===== src/hdl/ctt_pkg.sv =====
// shared constants and types for the currency text to cents converter
`timescale 1ns / 1ps
package ctt_pkg;

  localparam int MAG_W   = 63;
  localparam int CENTS_W = 64;

  // character codes the parser reacts to
  localparam logic [7:0] CH_TAB    = 8'h09;
  localparam logic [7:0] CH_CR     = 8'h0D;
  localparam logic [7:0] CH_SPACE  = 8'h20;
  localparam logic [7:0] CH_DOLLAR = 8'h24;
  localparam logic [7:0] CH_LPAREN = 8'h28;
  localparam logic [7:0] CH_RPAREN = 8'h29;
  localparam logic [7:0] CH_PLUS   = 8'h2B;
  localparam logic [7:0] CH_COMMA  = 8'h2C;
  localparam logic [7:0] CH_MINUS  = 8'h2D;
  localparam logic [7:0] CH_DOT    = 8'h2E;
  localparam logic [7:0] CH_0      = 8'h30;
  localparam logic [7:0] CH_9      = 8'h39;

  localparam logic [MAG_W-1:0] MAG_MAX = '1;

  // finished amount handed from the parser to the result stages
  typedef struct packed {
    logic             err;
    logic             neg;
    logic [MAG_W-1:0] mag;
  } ctt_total_t;

endpackage


===== src/hdl/ctt_in_if.sv =====
// input channel: one text byte or an end marker per beat
`timescale 1ns / 1ps
interface ctt_in_if;
  logic       valid;
  logic       ready;
  logic [7:0] char_code;
  logic       end_of_text;

  modport source (output valid, output char_code, output end_of_text, input ready);
  modport sink   (input valid, input char_code, input end_of_text, output ready);
endinterface


===== src/hdl/ctt_out_if.sv =====
// output channel: status and signed cents per beat
`timescale 1ns / 1ps
interface ctt_out_if;
  logic               valid;
  logic               ready;
  logic               status;
  logic signed [63:0] cents;

  modport source (output valid, output status, output cents, input ready);
  modport sink   (input valid, input status, input cents, output ready);
endinterface


===== src/hdl/ctt_parse.sv =====
// byte classifier and saturating decimal accumulator
`timescale 1ns / 1ps
module ctt_parse #(
  parameter int DIGIT_BUFFER_BYTES = 64
) (
  input  logic                clk,
  input  logic                rst,
  input  logic                take,
  input  logic [7:0]          char_code,
  input  logic                end_of_text,
  output ctt_pkg::ctt_total_t total
);
  import ctt_pkg::*;

  localparam int CNT_W = $clog2(DIGIT_BUFFER_BYTES);
  localparam logic [CNT_W-1:0] CNT_LAST = CNT_W'(DIGIT_BUFFER_BYTES - 1);

  logic [MAG_W-1:0] magnitude, magnitude_next;
  logic             saturated, saturated_next;
  logic             sign_negative, sign_negative_next;
  logic             digit_seen, digit_seen_next;
  logic             in_fraction, in_fraction_next;
  logic [1:0]       fraction_digits, fraction_digits_next;
  logic [CNT_W-1:0] digit_count, digit_count_next;
  logic             error_latched, error_latched_next;

  logic [3:0]       digit;
  logic [MAG_W+3:0] acc_sum;
  logic             acc_ovf;
  logic [MAG_W-1:0] acc_mag;
  logic [MAG_W+6:0] scale_prod;
  logic             scale_ovf;

  // low nibble of an ascii digit is its value
  assign digit   = char_code[3:0];
  assign acc_sum = {1'b0, magnitude, 3'b000} + {3'b000, magnitude, 1'b0}
                 + {{MAG_W{1'b0}}, digit};
  assign acc_ovf = saturated || (acc_sum[MAG_W+3:MAG_W] != 4'd0);
  assign acc_mag = acc_ovf ? MAG_MAX : acc_sum[MAG_W-1:0];

  // pad missing fraction digits: times 100, times 10 or as is
  always_comb begin
    case (fraction_digits)
      2'd0: scale_prod = {1'b0, magnitude, 6'b000000} + {2'b00, magnitude, 5'b00000}
                       + {5'b00000, magnitude, 2'b00};
      2'd1: scale_prod = {4'b0000, magnitude, 3'b000} + {6'b000000, magnitude, 1'b0};
      default: scale_prod = {7'b0000000, magnitude};
    endcase
  end
  assign scale_ovf = scale_prod[MAG_W+6:MAG_W] != 7'd0;

  assign total.err = error_latched || !digit_seen;
  assign total.neg = sign_negative;
  assign total.mag = scale_ovf ? MAG_MAX : scale_prod[MAG_W-1:0];

  always_comb begin
    magnitude_next       = magnitude;
    saturated_next       = saturated;
    sign_negative_next   = sign_negative;
    digit_seen_next      = digit_seen;
    in_fraction_next     = in_fraction;
    fraction_digits_next = fraction_digits;
    digit_count_next     = digit_count;
    error_latched_next   = error_latched;
    if (take && end_of_text) begin
      magnitude_next       = '0;
      saturated_next       = 1'b0;
      sign_negative_next   = 1'b0;
      digit_seen_next      = 1'b0;
      in_fraction_next     = 1'b0;
      fraction_digits_next = 2'd0;
      digit_count_next     = '0;
      error_latched_next   = 1'b0;
    end else if (take && !error_latched) begin
      case (char_code) inside
        [CH_TAB:CH_CR], CH_SPACE, CH_DOLLAR, CH_COMMA, CH_RPAREN, CH_PLUS: begin
        end
        CH_LPAREN: sign_negative_next = 1'b1;
        CH_MINUS:  sign_negative_next = !sign_negative;
        CH_DOT: begin
          if (in_fraction) error_latched_next = 1'b1;
          else             in_fraction_next   = 1'b1;
        end
        [CH_0:CH_9]: begin
          if (digit_count >= CNT_LAST) begin
            error_latched_next = 1'b1;
          end else begin
            digit_count_next = digit_count + 1'b1;
            digit_seen_next  = 1'b1;
            if (in_fraction && fraction_digits >= 2'd2) begin
              error_latched_next = 1'b1;
            end else begin
              if (in_fraction) fraction_digits_next = fraction_digits + 2'd1;
              magnitude_next = acc_mag;
              saturated_next = acc_ovf;
            end
          end
        end
        default: error_latched_next = 1'b1;
      endcase
    end
  end

  always_ff @(posedge clk) begin
    if (rst) begin
      magnitude       <= '0;
      saturated       <= 1'b0;
      sign_negative   <= 1'b0;
      digit_seen      <= 1'b0;
      in_fraction     <= 1'b0;
      fraction_digits <= 2'd0;
      digit_count     <= '0;
      error_latched   <= 1'b0;
    end else begin
      magnitude       <= magnitude_next;
      saturated       <= saturated_next;
      sign_negative   <= sign_negative_next;
      digit_seen      <= digit_seen_next;
      in_fraction     <= in_fraction_next;
      fraction_digits <= fraction_digits_next;
      digit_count     <= digit_count_next;
      error_latched   <= error_latched_next;
    end
  end

endmodule


===== src/hdl/currency_text_to_cents.sv =====
// top level of the currency text to cents converter
`timescale 1ns / 1ps
// Converts a money amount given as ascii text, one byte per input beat, into a
// signed 64-bit count of cents. A beat with end_of_text set closes the amount
// and yields exactly one output beat: status 0 with the cents value, or status 1
// (cents zero) for malformed text. Whitespace, '$', ',', ')' and '+' are
// skipped, '(' makes the amount negative, '-' flips the sign, one '.' opens a
// fraction of at most two digits. At most DIGIT_BUFFER_BYTES-1 digits are
// taken; the magnitude saturates at 2^63-1. Any byte that is not part of this
// set marks the amount as malformed and later bytes are ignored until the end.
// Rate: one input beat per clock while the result registers have room. The
// limit is the accumulator loop, a multiply by ten (two shifted adds) plus the
// digit, fed back into the magnitude register on each digit. A result is scaled
// to cents on the way into a holding register, then signed on the way into the
// output register. The two registers let text keep flowing while the output
// side stalls, until the holding register is full as well.
module currency_text_to_cents #(
  parameter int DIGIT_BUFFER_BYTES = 64
) (
  input logic     clk,
  input logic     rst,
  ctt_in_if.sink  text_in,
  ctt_out_if.source cents_out
);
  import ctt_pkg::*;

  // holding stage for a finished amount
  ctt_total_t total;
  ctt_total_t fin;
  logic       fin_valid;

  // output register
  logic               out_valid;
  logic               out_status;
  logic [CENTS_W-1:0] out_amount;

  logic               in_beat;
  logic               fin_load;
  logic               out_load;
  logic [CENTS_W-1:0] mag_ext;

  // output register free, or being emptied this cycle
  assign out_load = fin_valid && (!out_valid || cents_out.ready);
  // the holding stage can take a new amount when empty or moving on
  assign text_in.ready = !fin_valid || out_load;
  assign in_beat  = text_in.valid && text_in.ready;
  assign fin_load = in_beat && text_in.end_of_text;

  ctt_parse #(
    .DIGIT_BUFFER_BYTES(DIGIT_BUFFER_BYTES)
  ) u_parse (
    .clk         (clk),
    .rst         (rst),
    .take        (in_beat),
    .char_code   (text_in.char_code),
    .end_of_text (text_in.end_of_text),
    .total       (total)
  );

  // holding register, payload needs no reset
  always_ff @(posedge clk) begin
    if (rst) begin
      fin_valid <= 1'b0;
    end else if (fin_load) begin
      fin_valid <= 1'b1;
    end else if (out_load) begin
      fin_valid <= 1'b0;
    end
  end

  always_ff @(posedge clk) begin
    if (fin_load) begin
      fin <= total;
    end
  end

  // sign applied on the way into the output register
  assign mag_ext = {1'b0, fin.mag};

  always_ff @(posedge clk) begin
    if (rst) begin
      out_valid <= 1'b0;
    end else if (out_load) begin
      out_valid <= 1'b1;
    end else if (cents_out.ready) begin
      out_valid <= 1'b0;
    end
  end

  always_ff @(posedge clk) begin
    if (out_load) begin
      out_status <= fin.err;
      if (fin.err)      out_amount <= '0;
      else if (fin.neg) out_amount <= ~mag_ext + {{(CENTS_W-1){1'b0}}, 1'b1};
      else              out_amount <= mag_ext;
    end
  end

  assign cents_out.valid  = out_valid;
  assign cents_out.status = out_status;
  assign cents_out.cents  = out_amount;

  // a malformed amount always reports zero cents
  a_err_zero: assert property (@(posedge clk) disable iff (rst)
    cents_out.valid && cents_out.status |-> cents_out.cents == 64'sd0)
    else $error("malformed amount with nonzero cents");

  // saturation keeps results symmetric, the most negative value never appears
  a_no_min: assert property (@(posedge clk) disable iff (rst)
    cents_out.valid |-> cents_out.cents != 64'sh8000_0000_0000_0000)
    else $error("cents reached the most negative value");

  // a finished amount is never overwritten before it moves on
  a_fin_hold: assert property (@(posedge clk) disable iff (rst)
    fin_valid && !out_load |-> !fin_load)
    else $error("holding stage overwritten");

  // an end-marker beat always fills the holding stage on the next edge
  a_fin_fill: assert property (@(posedge clk) disable iff (rst)
    fin_load |=> fin_valid)
    else $error("end marker lost");

endmodule


===== src/flat_wrapper.sv =====
// flat-port wrapper written by rule: the top's interface ports become plain ports
module currency_text_to_cents_flat import ctt_pkg::*;
#(
  parameter int DIGIT_BUFFER_BYTES = 64
)
  (clk, rst, text_in_valid, text_in_char_code, text_in_end_of_text, text_in_ready, cents_out_valid, cents_out_status, cents_out_cents, cents_out_ready);
  ctt_in_if text_in_i ();
  ctt_out_if cents_out_i ();
  input logic clk;
  input logic rst;
  input wire logic [$bits(text_in_i.valid)-1:0] text_in_valid;
  input wire logic [$bits(text_in_i.char_code)-1:0] text_in_char_code;
  input wire logic [$bits(text_in_i.end_of_text)-1:0] text_in_end_of_text;
  output wire logic [$bits(text_in_i.ready)-1:0] text_in_ready;
  output wire logic [$bits(cents_out_i.valid)-1:0] cents_out_valid;
  output wire logic [$bits(cents_out_i.status)-1:0] cents_out_status;
  output wire logic [$bits(cents_out_i.cents)-1:0] cents_out_cents;
  input wire logic [$bits(cents_out_i.ready)-1:0] cents_out_ready;
  assign text_in_i.valid = text_in_valid;
  assign text_in_i.char_code = text_in_char_code;
  assign text_in_i.end_of_text = text_in_end_of_text;
  assign text_in_ready = text_in_i.ready;
  assign cents_out_valid = cents_out_i.valid;
  assign cents_out_status = cents_out_i.status;
  assign cents_out_cents = cents_out_i.cents;
  assign cents_out_i.ready = cents_out_ready;
  currency_text_to_cents #(.DIGIT_BUFFER_BYTES(DIGIT_BUFFER_BYTES)) u_core (.clk(clk), .rst(rst), .text_in(text_in_i), .cents_out(cents_out_i));
endmodule

===== config.mk =====
export PLATFORM = sky130hd
export DESIGN_NAME = currency_text_to_cents_flat
export DESIGN_NICKNAME = d
export VERILOG_FILES = /design/src/hdl/ctt_pkg.sv /design/src/hdl/ctt_in_if.sv /design/src/hdl/ctt_out_if.sv /design/src/hdl/ctt_parse.sv /design/src/hdl/currency_text_to_cents.sv /design/src/flat_wrapper.sv
export SDC_FILE = /design/constraint.sdc
export NUM_CORES = 1
export LEC_CHECK = 0
export BUFFER_PORTS_ARGS = -buffer_cell sky130_fd_sc_hd__clkbuf_2
export CORE_MARGIN = 5
export CORE_UTILIZATION = 40
export DETAILED_ROUTE_END_ITERATION = 10
export PLACE_DENSITY = 0.56
export SLEW_MARGIN = 15
export SYNTH_ARGS = -nofsm -noshare
export SYNTH_HDL_FRONTEND = slang
export SYNTH_HIERARCHICAL = 1
export SYNTH_SLANG_ARGS = --single-unit

===== constraint.sdc =====
create_clock -name clk -period 5.1 [get_ports clk]
set_input_delay 0.51 -clock clk [delete_from_list [all_inputs] [get_ports clk]]
set_output_delay 0.51 -clock clk [all_outputs]
set_load 0.01 [all_outputs]

==> results of run 1 <==
area by class of cell:
class                           count  share of cell area
Tap cell                          773              0.0366
Inverter                          171              0.0243
Timing Repair Buffer              174              0.0431
Sequential cell                   208               0.207
Clock buffer                       32              0.0279
Clock inverter                     20             0.00649
Multi-Input combinational cell   2285               0.655
kinds of logic (layout without fill, tap and decap cells):
family,Yosys count,in the layout,share of synthesized area
xor gates and xnor gates,204,204,0.0749
adders and majority gates,320,320,0.206
DFF,208,208,0.229
and+or+nand+nor,885,885,0.189
buffers and inverters,297,397,0.0495
muxes,24,24,0.0109
AOI/OAI and AO/OA,852,852,0.240
path summary, 6_finish.rpt:
check / start / to / slack, ps / cells past startpoint
hold / removal: rst / u_core/cents_out.valid$_SDFFE_PP0P_ / 160 / 2
setup reg to reg: u_core/u_parse/magnitude[18]$_SDFFE_PP0P_ / u_core/fin[13]$_DFFE_PP_ / 130 / 14
hold reg to reg: u_core/u_parse/digit_seen$_SDFFE_PP0P_ / u_core/u_parse/digit_seen$_SDFFE_PP0P_ / 480 / 2
setup / recovery: u_core/u_parse/magnitude[18]$_SDFFE_PP0P_ / u_core/fin[13]$_DFFE_PP_ / 130 / 14
metal layers:
metal / vias up / global-route usage / share of wire
met5: - / 0 / 0
met4: 0 / 0.0617 / 0.026
met3: 113 / 0.0371 / 0.080
met2: 881 / 0.359 / 0.41
met1: 10900 / 0.387 / 0.49
li1: 10500 / - / -
synth_stat cells (9+ instances only):
master | n | area [µm²]
sky130_fd_sc_hd__nand2_1 | 196 | 736
sky130_fd_sc_hd__a21o_1 | 49 | 368
sky130_fd_sc_hd__or2_2 | 14 | 87.6
sky130_fd_sc_hd__o211ai_1 | 41 | 308
sky130_fd_sc_hd__nor2b_1 | 49 | 307
sky130_fd_sc_hd__and3_1 | 30 | 188
sky130_fd_sc_hd__a211oi_1 | 15 | 113
sky130_fd_sc_hd__nand2b_1 | 28 | 175
sky130_fd_sc_hd__xor2_1 | 104 | 911
sky130_fd_sc_hd__buf_2 | 11 | 55.1
sky130_fd_sc_hd__nor3_1 | 65 | 325
sky130_fd_sc_hd__mux2_2 | 12 | 135
sky130_fd_sc_hd__a22oi_1 | 53 | 398
sky130_fd_sc_hd__a31oi_1 | 47 | 294
sky130_fd_sc_hd__o21a_1 | 22 | 165
sky130_fd_sc_hd__o21bai_1 | 34 | 255
sky130_fd_sc_hd__nand3_1 | 94 | 470
sky130_fd_sc_hd__o41ai_1 | 12 | 105
sky130_fd_sc_hd__nor4_1 | 24 | 150
sky130_fd_sc_hd__buf_1 | 9 | 33.8
sky130_fd_sc_hd__and4_1 | 12 | 105
sky130_fd_sc_hd__nor2_1 | 216 | 811
sky130_fd_sc_hd__o2111ai_1 | 9 | 78.8
sky130_fd_sc_hd__a21oi_1 | 207 | 1040
sky130_fd_sc_hd__xnor2_1 | 100 | 876
sky130_fd_sc_hd__dfxtp_1 | 78 | 1560
sky130_fd_sc_hd__clkbuf_1 | 95 | 357
sky130_fd_sc_hd__ha_1 | 198 | 2480
sky130_fd_sc_hd__inv_1 | 168 | 631
sky130_fd_sc_hd__nand4_1 | 67 | 419
sky130_fd_sc_hd__a21boi_0 | 9 | 67.6
sky130_fd_sc_hd__o21ai_0 | 175 | 876
sky130_fd_sc_hd__o31ai_1 | 27 | 203
sky130_fd_sc_hd__a221oi_1 | 54 | 473
sky130_fd_sc_hd__fa_1 | 122 | 2440
sky130_fd_sc_hd__and2_1 | 19 | 119
sky130_fd_sc_hd__or3_1 | 22 | 138
sky130_fd_sc_hd__edfxtp_1 | 130 | 3900
report_power, final:
part / internal, mW / switching, mW / total, mW
Clock: 1.10 / 0.856 / 1.96
Sequential: 1.85 / 0.0570 / 1.91
Combinational: 0.145 / 0.255 / 0.400
Total: 3.10 / 1.17 / 4.27
repair_timing:
| action | in CTS | in global routing |
|---|---|---|
| endpoints found under the setup margin | 0 | 113 |
| endpoints found under the hold margin | 0 | 0 |
| resized for setup | 0 | 15 |
critical path: cells and delay by family, from the launching register on:
kind	cells	cell delay [ps]
buffers and inverters	1	190
AOI/OAI and AO/OA	9	2350
DFF	1	620
and+or+nand+nor	2	560
adders and majority gates	2	940
flip-flops by register name (all words and copies together) (netlist names):
register / count
u_core/cents_out.cents: 64
u_core/cents_out.status: 1
u_core/cents_out.valid: 1
u_core/fin: 65
u_core/fin_valid: 1
u_core/u_parse/digit_count: 6
u_core/u_parse/digit_seen: 1
u_core/u_parse/error_latched: 1
u_core/u_parse/fraction_digits: 2
u_core/u_parse/in_fraction: 1
u_core/u_parse/magnitude: 63
u_core/u_parse/saturated: 1
u_core/u_parse/sign_negative: 1
through the flow:
stage               worst slack [ps]  hold WS, ps
finish                           132          160
CTS                             68.8          132
global route                    5.06          157
detailed placement               107          469
floorplan                        849          424
global placement                 191          455
==> flow_metrics.py, run 1 <==
metrics = {
    "run_status": {
        "outcome": "finished, final reports clean",
    },
    "cts": {
        "tritoncts_num_sinks": 208,
        "cts_hold_buffers": 0,
        "worst_setup_hold_path_clk_slew_ps": 60,
        "cts_max_path_buffers": 3,
        "cts-root-buf": "sky130_fd_sc_hd__clkbuf_16",
        "insertion_delay_ps": 580,
        "postCtsSetupBuffers": 0,
        "cts_buffers": 28,
        "cts.htree.levels": 1,
        "tritoncts_clock_tree": "built",
    },
    "detailed_routing": {
        "route.detailed.wl_per_inst_um": 22.5,
        "vias": 22300,
        "post-route-drc-count": 0,
        "drt_pre_antenna_iters": 5,
        "drt-vias-per-instance": 6.10,
        "detailed_router_s_first_iteration_violation_count": 2258,
        "ant_nets": 0,
        "wirelength_um": 82500,
    },
    "layout": {
        "layout.cells.most_common_list": "sky130_fd_sc_hd__nor2_1, sky130_fd_sc_hd__a21oi_1, sky130_fd_sc_hd__ha_1, sky130_fd_sc_hd__nand2_1, sky130_fd_sc_hd__o21ai_0",
        "nFillCells": 5888,
        "final_net_count": 3201,
        "syn_to_final_growth_pct": 10.8,
        "finalInstanceArea_um2": 26400,
        "final_cells": 3663,
        "multi_input_area_um2": 17300,
        "layout.area.seq_um2": 5470,
        "layout_commonest_cell": "sky130_fd_sc_hd__nor2_1",
        "layout-drive-gt1-share": 0.108,
        "diodes": 0,
        "final_core_util": 0.448,
    },
    "synthesis": {
        "postSynth.topFlopCell": "sky130_fd_sc_hd__edfxtp_1",
        "synth_fp_nets": 3123,
        "syn-instance-count": 2790,
        "synth_enable_flop_cells": 130,
        "synthesis.yosys.warnings": 6,
        "synth_sequential_area_ratio": 0.229,
        "mappedNetlistArea_um2": 23800,
        "synth-seq-cells": 208,
        "synthesis.area_per_instance_um2": 8.55,
        "yosys_cell_types": 99,
        "asyncSetResetFlopFracSynth": 0,
    },
    "sta": {
        "timing.slew.headroom": 0.313,
        "worstMarginPinSlew_ps": 1030,
        "grt_setup_unrepaired": "false",
        "hold_viol_final": 0,
        "fin_tns_setup_ps": 0,
        "clock_skew_ps": 13.9,
        "post-route-min-period_ps": 4970,
        "fmax_mhz": 201,
        "finalCritPeriodShare": 0.974,
        "maxSlewViolCount": 0,
        "report.final.setup_viol": 0,
    },
    "global_routing": {
        "pin_count_of_the_biggest_net_entering_global_routing": 66,
        "globalRoute.totalOverflow": 0,
        "track_usage": 0.248,
        "grt_pass1_vias": 21500,
        "grt_first_pass_wirelength_um": 127000,
        "grt_antenna_before_repair": 1,
    },
    "worst_setup_path": {
        "critical-path-max-stage-delay_ps": 620,
        "list_of_cells_traversed_by_the_critical_path": "fa_1, ha_1, a21oi_1, o21ai_0, o311ai_0, o211ai_1, or3_1, nand3_1, a31oi_1, a311oi_1, a41o_1, a21boi_4, buf_12, o311ai_0",
        "critical_path.slowest_cell": "sky130_fd_sc_hd__dfxtp_1",
        "cp.required_ps": 5380,
        "path_max_fanout": 27,
        "timing.critical_path.arrival_ps": 5250,
        "critPathKind": "reg2reg",
        "critical_path.most_common_cell": "sky130_fd_sc_hd__o311ai_0",
        "critical_path.startpoint_type": "flop",
        "setup.worst_path.end_class": "flop",
    },
    "placed_design": {
        "cell_count_post_placement": 3611,
        "port_buffers": 79,
        "routabilityCongestion": 0.974,
        "dp_hpwl_um": 66100,
        "dpl_cell_area_um2": 25400,
    },
    "power_and_ir_drop": {
        "worst_ir_drop_vdd_mv": 0.211,
        "design_power_total_mw": 4.27,
        "powerDensity_nw_per_um2": 162,
        "cellLeakagePower_nw": 11.1,
    },
    "die": {
        "die_area_um2": 64600,
        "chipWidth_um": 254,
        "floorplan.initialDensity": 0.404,
        "die_h_um": 254,
        "io_pins": 80,
        "rows": 89,
        "design.core.area_um2": 59000,
    },
    "run": {
        "max-cap-violations": 0,
    },
    "worst_hold_path": {
        "worst_hold_path_type": "in2reg",
    },
}
(Power assumes the default switching activity.)
==> run 2: changes to the inputs <==
==> constraint.sdc (replaced) <==
create_clock -name clk -period 5.1 [get_ports clk]
set_input_delay 1.02 -clock clk [delete_from_list [all_inputs] [get_ports clk]]
set_output_delay 1.02 -clock clk [all_outputs]
set_load 0.01 [all_outputs]
==> flow_metrics.py, run 2 (synthesis results as in run 1) <==
metrics = {
    "detailed_routing": {
        "drt_pre_antenna_iters": 7,
        "drt-vias-per-instance": 6.05,
        "route.detailed.wl_per_inst_um": 22.2,
        "ant_nets": 0,
        "detailed_router_s_first_iteration_violation_count": 2088,
        "wirelength_um": 82300,
        "vias": 22500,
        "post-route-drc-count": 0,
    },
    "power_and_ir_drop": {
        "cellLeakagePower_nw": 11.3,
        "worst_ir_drop_vdd_mv": 0.206,
        "powerDensity_nw_per_um2": 162,
    },
    "cts": {
        "cts.htree.levels": 1,
        "cts_max_path_buffers": 3,
        "cts_buffers": 26,
        "tritoncts_num_sinks": 208,
        "tritoncts_clock_tree": "built",
        "insertion_delay_ps": 580,
        "cts-root-buf": "sky130_fd_sc_hd__clkbuf_16",
        "worst_setup_hold_path_clk_slew_ps": 60,
    },
    "sta": {
        "timing.slew.headroom": 0.393,
        "post-route-min-period_ps": 4890,
        "finalCritPeriodShare": 0.960,
        "worstMarginPinSlew_ps": 902,
        "report.final.setup_viol": 0,
        "timing.final.ws_setup_ps": 207,
        "clock_skew_ps": 33.5,
        "maxSlewViolCount": 0,
        "grt_setup_unrepaired": "false",
        "hold_viol_final": 0,
        "fmax_mhz": 204,
    },
    "layout": {
        "registers.top_by_ff_count": "u_core/fin",
        "layout.cells.most_common_list": "sky130_fd_sc_hd__nor2_1, sky130_fd_sc_hd__a21oi_1, sky130_fd_sc_hd__ha_1, sky130_fd_sc_hd__nand2_1, sky130_fd_sc_hd__o21ai_0",
        "final_net_count": 3251,
        "diodes": 0,
        "layout-drive-gt1-share": 0.124,
        "syn_to_final_growth_pct": 12.5,
        "layout_commonest_cell": "sky130_fd_sc_hd__nor2_1",
        "largest_reg_flops": 65,
        "final_core_util": 0.455,
        "multi_input_area_um2": 17300,
        "layout.area.seq_um2": 5470,
        "nFillCells": 5798,
    },
    "worst_setup_path": {
        "critical-path-max-stage-delay_ps": 410,
        "path_max_fanout": 23,
        "worst_path_dominant_cell_family": "compound AO/OA/AOI/OAI gates",
        "crit_buf_inv": 5,
        "critical_path.startpoint_type": "flop",
        "critPathKind": "reg2reg",
        "list_of_cells_traversed_by_the_critical_path": "buf_4, ha_1, inv_1, fa_1, and2_1, a221o_1, a21o_1, a211oi_2, buf_4, o2111ai_1, a2111oi_2, buf_4, a31oi_1, xor2_1, nand3_2, buf_4, o21ai_0, nand3_1",
        "timing.critical_path.arrival_ps": 5170,
        "cp.required_ps": 5370,
        "setup.worst_path.end_class": "flop",
        "critical_path.slowest_cell": "sky130_fd_sc_hd__fa_1",
        "critical_path.most_common_cell": "sky130_fd_sc_hd__buf_4",
    },
    "placed_design": {
        "placement.setup.worst_slack_ps": -280,
        "port_buffers": 79,
        "dp_hpwl_um": 66100,
        "routabilityCongestion": 0.954,
    },
    "global_routing": {
        "grt_antenna_before_repair": 0,
        "globalRoute.totalOverflow": 0,
        "grt_first_pass_wirelength_um": 127000,
        "track_usage": 0.246,
        "grt_pass1_vias": 21600,
        "pin_count_of_the_biggest_net_entering_global_routing": 66,
    },
    "die": {
        "floorplan.initialDensity": 0.404,
        "chipWidth_um": 254,
        "die_h_um": 254,
        "rows": 89,
        "design.core.area_um2": 59000,
        "die_area_um2": 64600,
        "io_pins": 80,
    },
    "worst_hold_path": {
        "worst_hold_path_type": "reg2reg",
    },
    "run": {
        "max-cap-violations": 0,
    },
    "run_status": {
        "outcome": "finished, final reports clean",
    },
}
run 2: cell types whose count changed in the layout (fill, tap and decap cells not counted), sizes merged:
cell	change
buf	+52
clkinv	-8
clkinvlp	+5
bufinv	+4
clkbuf	-4
inv	-1
run 2: metrics by stage:
step           power, mW  hold WS (ps)  setup TNS, ps  std cells  instance area, µm²
2_1_floorplan       2.19           424              0       2790               23800
3_3_place_gp        2.35           452         -15560       3662               25800
3_5_place_dp        2.36           464         -14920       3662               25800
4_1_cts             4.38           477              0       3710               26800
5_1_grt             4.49           499              0       3711               26800
6_report            4.33           471              0       3711               26800
run 2: worst paths after layout:
kind / start / endpoint / slack, ps / cells past startpoint
worst min-delay path: u_core/u_parse/digit_seen$_SDFFE_PP0P_ / u_core/u_parse/digit_seen$_SDFFE_PP0P_ / 470 / 2
worst max register to register: u_core/u_parse/magnitude[2]$_SDFFE_PP0P_ / u_core/fin[35]$_DFFE_PP_ / 210 / 18
worst max-delay path: u_core/u_parse/magnitude[2]$_SDFFE_PP0P_ / u_core/fin[35]$_DFFE_PP_ / 210 / 18
worst min register to register: u_core/u_parse/digit_seen$_SDFFE_PP0P_ / u_core/u_parse/digit_seen$_SDFFE_PP0P_ / 470 / 2
run 2: worst register-to-register path, cell delays in order (launching register included):
cell                        delay [ps]
sky130_fd_sc_hd__dfxtp_1           360
sky130_fd_sc_hd__buf_4             160
sky130_fd_sc_hd__ha_1              230
sky130_fd_sc_hd__inv_1              70
sky130_fd_sc_hd__fa_1              410
sky130_fd_sc_hd__and2_1            180
sky130_fd_sc_hd__a221o_1           370
sky130_fd_sc_hd__a21o_1            240
sky130_fd_sc_hd__a211oi_2          230
sky130_fd_sc_hd__buf_4             160
sky130_fd_sc_hd__o2111ai_1         270
sky130_fd_sc_hd__a2111oi_2         410
sky130_fd_sc_hd__buf_4             180
sky130_fd_sc_hd__a31oi_1            90
sky130_fd_sc_hd__xor2_1            270
sky130_fd_sc_hd__nand3_2           200
sky130_fd_sc_hd__buf_4             270
sky130_fd_sc_hd__o21ai_0           300
sky130_fd_sc_hd__nand3_1           210
run 2: metal layers:
layer / share of wire / vias to the layer above / GRT usage
met5: 0 / - / 0
met4: 0.021 / 0 / 0.0531
met3: 0.079 / 99 / 0.0374
li1: - / 10600 / -
met2: 0.42 / 837 / 0.363
met1: 0.48 / 10900 / 0.382
run 2: final cells by class:
cell class | instances | area share
sequential | 208 | 0.204
tap | 773 | 0.0360
clock buffer | 28 | 0.0245
timing repair buffer | 226 | 0.0573
inverter | 171 | 0.0239
clock inverter | 20 | 0.00998
multi-input combinational | 2285 | 0.644
run 2: timing repair:
action                                  4_1_cts  5_1_grt
hold endpoints to repair                      0        0
gates resized for setup                       2       13
pin swaps                                     0        2
endpoints found under the setup margin        6      122
hold buffers                                  0        0
buffers inserted                              0        1
run 2: power by group:
| group | internal [mW] | switching [mW] |
|---|---|---|
| logic | 0.153 | 0.271 |
| clock network | 1.20 | 0.804 |
| registers | 1.85 | 0.0561 |
